$ cat config.mk
export PLATFORM = sky130hd
export DESIGN_NAME = bfzp_ctrl
export DESIGN_NICKNAME = d
export VERILOG_FILES = /design/src/design/bfzp_pkg.sv /design/src/design/bfzp_ctrl.sv
export SDC_FILE = /design/constraint.sdc
export NUM_CORES = 1
export LEC_CHECK = 0
export BUFFER_PORTS_ARGS = -buffer_cell sky130_fd_sc_hd__buf_2
export CAP_MARGIN = 10
export CORE_AREA = 2 2 39 41
export DETAILED_ROUTE_END_ITERATION = 10
export DIE_AREA = 0 0 41 43
export PLACE_DENSITY_LB_ADDON = 0.3
export RECOVER_POWER = 50
export REMOVE_ABC_BUFFERS = 1
export SLEW_MARGIN = 20
export SYNTH_ARGS = -nofsm -noshare
export SYNTH_HDL_FRONTEND = slang
export SYNTH_SLANG_ARGS = --single-unit
$ cat constraint.sdc
create_clock -name clk -period 1.6 [get_ports clk]
set_input_delay 0.32 -clock clk [delete_from_list [all_inputs] [get_ports clk]]
set_output_delay 0.32 -clock clk [all_outputs]
set_load 0.02 [all_outputs]
$ cat src/design/bfzp_pkg.sv
`default_nettype none
package bfzp_pkg;

  // Register indexes of the configuration port (byte address 4*index).
  localparam logic [1:0] REG_KERNEL = 2'd0;
  localparam logic [1:0] REG_WIDTH  = 2'd1;
  localparam logic [1:0] REG_HEIGHT = 2'd2;

  // Window size limits.
  localparam int unsigned KMIN_FIX = 3;
  localparam int unsigned KMAX_FIX = 15;

  // Reset values of the configuration registers.
  localparam logic [7:0]  KERNEL_RST = 8'd3;
  localparam logic [10:0] WIDTH_RST  = 11'd640;
  localparam logic [12:0] HEIGHT_RST = 13'd480;

  typedef struct packed {
    logic [7:0] pixel;
    logic       flush;
  } in_item_t;

  typedef struct packed {
    logic [7:0] mean_pixel;
    logic       frame_last;
  } out_item_t;

  typedef enum logic [2:0] {
    ST_IDLE,
    ST_WRITE,
    ST_CHECK,
    ST_SUM,
    ST_DRAIN,
    ST_DIV,
    ST_EMIT
  } ctrl_state_t;

  // Commands from the controller to the datapath.
  typedef struct packed {
    logic start;
    logic write_in;
    logic check;
    logic issue;
    logic drain;
    logic div_step;
    logic emit;
  } dp_cmd_t;

  // Status from the datapath to the controller.
  typedef struct packed {
    logic win_ready;
    logic issue_last;
    logic div_last;
    logic out_free;
  } dp_status_t;

endpackage
`default_nettype wire

$ cat src/design/bfzp_ctrl.sv
`default_nettype none
module bfzp_ctrl (
  input  wire logic                 clk,
  input  wire logic                 rst_n,
  input  wire logic                 in_valid,
  output logic                      in_stall,
  input  wire bfzp_pkg::dp_status_t status,
  output bfzp_pkg::dp_cmd_t         cmd
);

  bfzp_pkg::ctrl_state_t state_r, state_nxt;

  // State register.
  always_ff @(posedge clk) begin
    if (!rst_n) begin
      state_r <= bfzp_pkg::ST_IDLE;
    end else begin
      state_r <= state_nxt;
    end
  end

  // Next state and commands.
  always_comb begin
    state_nxt = state_r;
    cmd       = '0;
    in_stall  = 1'b1;
    unique case (state_r)
      bfzp_pkg::ST_IDLE: begin
        in_stall = 1'b0;
        if (in_valid) begin
          cmd.start = 1'b1;
          state_nxt = bfzp_pkg::ST_WRITE;
        end
      end
      bfzp_pkg::ST_WRITE: begin
        cmd.write_in = 1'b1;
        state_nxt    = bfzp_pkg::ST_CHECK;
      end
      bfzp_pkg::ST_CHECK: begin
        cmd.check = 1'b1;
        state_nxt = status.win_ready ? bfzp_pkg::ST_SUM : bfzp_pkg::ST_IDLE;
      end
      bfzp_pkg::ST_SUM: begin
        cmd.issue = 1'b1;
        if (status.issue_last) begin
          state_nxt = bfzp_pkg::ST_DRAIN;
        end
      end
      bfzp_pkg::ST_DRAIN: begin
        cmd.drain = 1'b1;
        state_nxt = bfzp_pkg::ST_DIV;
      end
      bfzp_pkg::ST_DIV: begin
        cmd.div_step = 1'b1;
        if (status.div_last) begin
          state_nxt = bfzp_pkg::ST_EMIT;
        end
      end
      bfzp_pkg::ST_EMIT: begin
        if (status.out_free) begin
          cmd.emit  = 1'b1;
          state_nxt = bfzp_pkg::ST_IDLE;
        end
      end
      default: begin
        state_nxt = bfzp_pkg::ST_IDLE;
      end
    endcase
  end

endmodule
`default_nettype wire

==> summary.md <==
| Metric | Value |
|---|---|
| Root Driver | clkbuf_4 |
| Drt pass-1 iters | 4 |
| Power, Total | 0.376 mW |
| Drc violations | 0 |
| Initial antenna violation count | 0 |
| Critical path data required time | 1.28 ns |
| Rows | 14 |
| Switch Pwr | 0.128 mW |
| Fin crit share | 0.926 |
| Clock slew at reported path FFs | 0.04 ns |
| Post-Layout Cell Count | 69 |
| Post-DP HPWL | 461 µm |
| Final GP Congestion | 0.702 |
| Max reg flops | 3 |
| Area growth syn-to-layout | 58.1% |
| Post-route cell area | 392 µm² |
| Synth warn | 0 |
| Worst Setup SP | state_r[1] |
| RSZ-0062 raised after global routing | no |
| CP Depth | 3 |
| Initial Util | 0.179 |
| CP Capture Point | cmd[6] |
| Worst path bufs/invs | 1 |
| Setup CP Type | flip-flop to output pin |
| DP Area | 335 µm² |
| Switching part of the total | 0.340 |
| Max cap viols | 0 |
| Metal-1 WL | 282 µm |
| Cell Chain, Critical Path | or3_4 > nor2_1 > buf_4 |
| Slew Limit Fails | 0 |
| Most common cell after layout, fill and taps aside | buf_2 |
| CTS buffer count | 3 |
| Synthesized area per cell | 7.51 µm² |
| Mapped Area | 248 µm² |
| Critical path launch point type | flip-flop |
| Reg with most FFs | state_r |
| DR vias | 299 |
| Global Route Usage Sum | 0.0752 |
| Hold_ws | 0.334 ns |
| Met2 wire length | 292 µm |
| #FFs+latches synth | 3 |
| Least-Margin Pin Slew | 0.327 ns |
| Clock Sinks | 3 |
| Max layer used | met4 |
| First-pass GRT wire length | 903 µm |
| H-Tree Depth | 1 |
| CP Max Fanout | 7 |
| Clock skew | 0.00351 ns |
| Post-synthesis sequential area ratio | 0.242 |
| DIE WIDTH | 41 µm |
| Core Util, Final | 0.283 |
| Antenna Nets Post-Route | 0 |
| Hold Path Class | primary input to flip-flop |
| Vias/cell | 4.33 |
| Cell count after synthesis | 33 |
| Pre-CTS WS | 0.196 ns |
| Vias in the first global route | 221 |
| Count of cell types in the netlist | 21 |
| Total global routing overflow | 0 |
| Commonest cells after routing, fill and taps aside | buf_2 (11), buf_4 (6), nor2_1 (4) |
| Critical Path AT | 1.16 ns |
| Pin count of the biggest net entering global routing | 15 |
| Antenna diode count | 0 |
| Min Tclk post-route | 1.48 ns |
| Crit end category | output pin |
| Comb power frac | 0.393 |
| Die area | 0.00176 mm² |
| Worst-Skew Late Latency | 0.23 ns |
| # port buffers | 14 |
| Final WL | 640 µm |
| Leak | 0.203 nW |
| Largest regs | state_r (3) |
| Post-DR wirelength/cell | 9.28 µm |
| Setup slack, reg-to-reg | 0.38 ns |
| Power per Cell Area | 961 mW/mm² |
| Reg-to-reg startpoint | state_r[2] |
| Internal power | 0.248 mW |
| Clock power share | 0.355 |
| DR iter-0 viols | 8 |
| Worst reg2reg path endpoint | state_r[0] |
| Crit-path max cell delay | 0.36 ns |
| Count of final hold-check violations | 0 |
| CORE AREA | 0.00138 mm² |
| Status | completed |
| Max Fclk | 675 MHz |
| Worst vdd ir | 0.202 mV |
| CP max-delay cell | dfxtp_4 |
| R2R cell count | 4 |
| Final setup TNS | 0 ns |
| Placed cells | 62 |
| Met3 routed WL | 47 µm |
| Die height | 43 µm |
| Final setup vio count | 0 |
| Setup WS post-layout | 0.118 ns |
| IO Pins | 15 |
| Nets | 61 |
| Kind of cell adding the most delay to the critical path | simple AND/OR/NAND/NOR gates |
| Register share of total power | 0.253 |
| Layout cells sized above 1 | 0.453 |
| Slew headroom | 0.780 |
| Maximum root-to-sink buffer count | 2 |
| CTS tree | yes |
## cell type report
class	count	area, µm²
Inverter	3	11.3
Tap cell	16	20.0
Timing Repair Buffer	19	108
Multi-Input combinational cell	24	163
Sequential cell	3	63.8
Clock buffer	4	26.3
Fill cell	161	992
## cells by family after synthesis
| kind of cell | after synthesis | synth area share |
|---|---|---|
| AO/OA/AOI/OAI | 8 | 0.237 |
| buffers and inverters | 6 | 0.116 |
| AND/OR/NAND/NOR | 16 | 0.404 |
| flip-flops | 3 | 0.242 |
## power by group through the flow
stage | clock network [mW] | logic [mW] | registers, mW
finish | 0.133 | 0.148 | 0.0951
global route | 0.140 | 0.162 | 0.0976
CTS | 0.137 | 0.129 | 0.0975
detailed placement | 0 | 0.126 | 0.0977
global placement | 0 | 0.127 | 0.0975
floorplan | 0 | 0.0734 | 0.104
## cells in the mapped netlist
master	number	area, µm²
and4b_2	1	11.3
nor3b_1	2	15.0
and3_1	1	6.26
nor2_1	4	15.0
a311oi_1	1	8.76
or3b_1	1	8.76
a211o_1	1	8.76
nand2b_1	2	12.5
or3_2	1	7.51
buf_2	2	10.0
inv_1	3	11.3
buf_4	1	7.51
a22oi_1	1	7.51
nand2_1	1	3.75
a21oi_1	2	10.0
dfxtp_1	3	60.1
and3b_2	1	10.0
o311ai_1	1	8.76
o211a_1	1	10.0
o21ai_0	1	5.00
nor3_1	2	10.0
## per-layer routing
metal / global-route usage / up-vias
li1: - / 157
met1: 0.115 / 127
met2: 0.0938 / 13
met3: 0 / 2
met4: 0.0600 / 0
met5: 0 / -
## tightest hold or removal path, cell delays in order
cell and delay [ns]:
buf_2 0.11, inv_1 0.06, a311oi_1 0.04
## what timing repair did
item,in CTS,in global routing
setup buffers,0,3
pin swaps,0,1
gates cloned,0,0
hold endpoints to repair,0,0
resized for setup,2,2
hold buffers,0,0
setup endpoints to repair,1,1
## how the worst min path moves through the flow
stage,start,end,depth (start not counted)
after floorplan,rst_n,state_r[0],1
after global placement,rst_n,state_r[1],3
after detailed placement,rst_n,state_r[0],2
after CTS,rst_n,state_r[1],3
after global routing,rst_n,state_r[1],3
final,rst_n,state_r[1],3
Power figures use the tool's default switching activity.
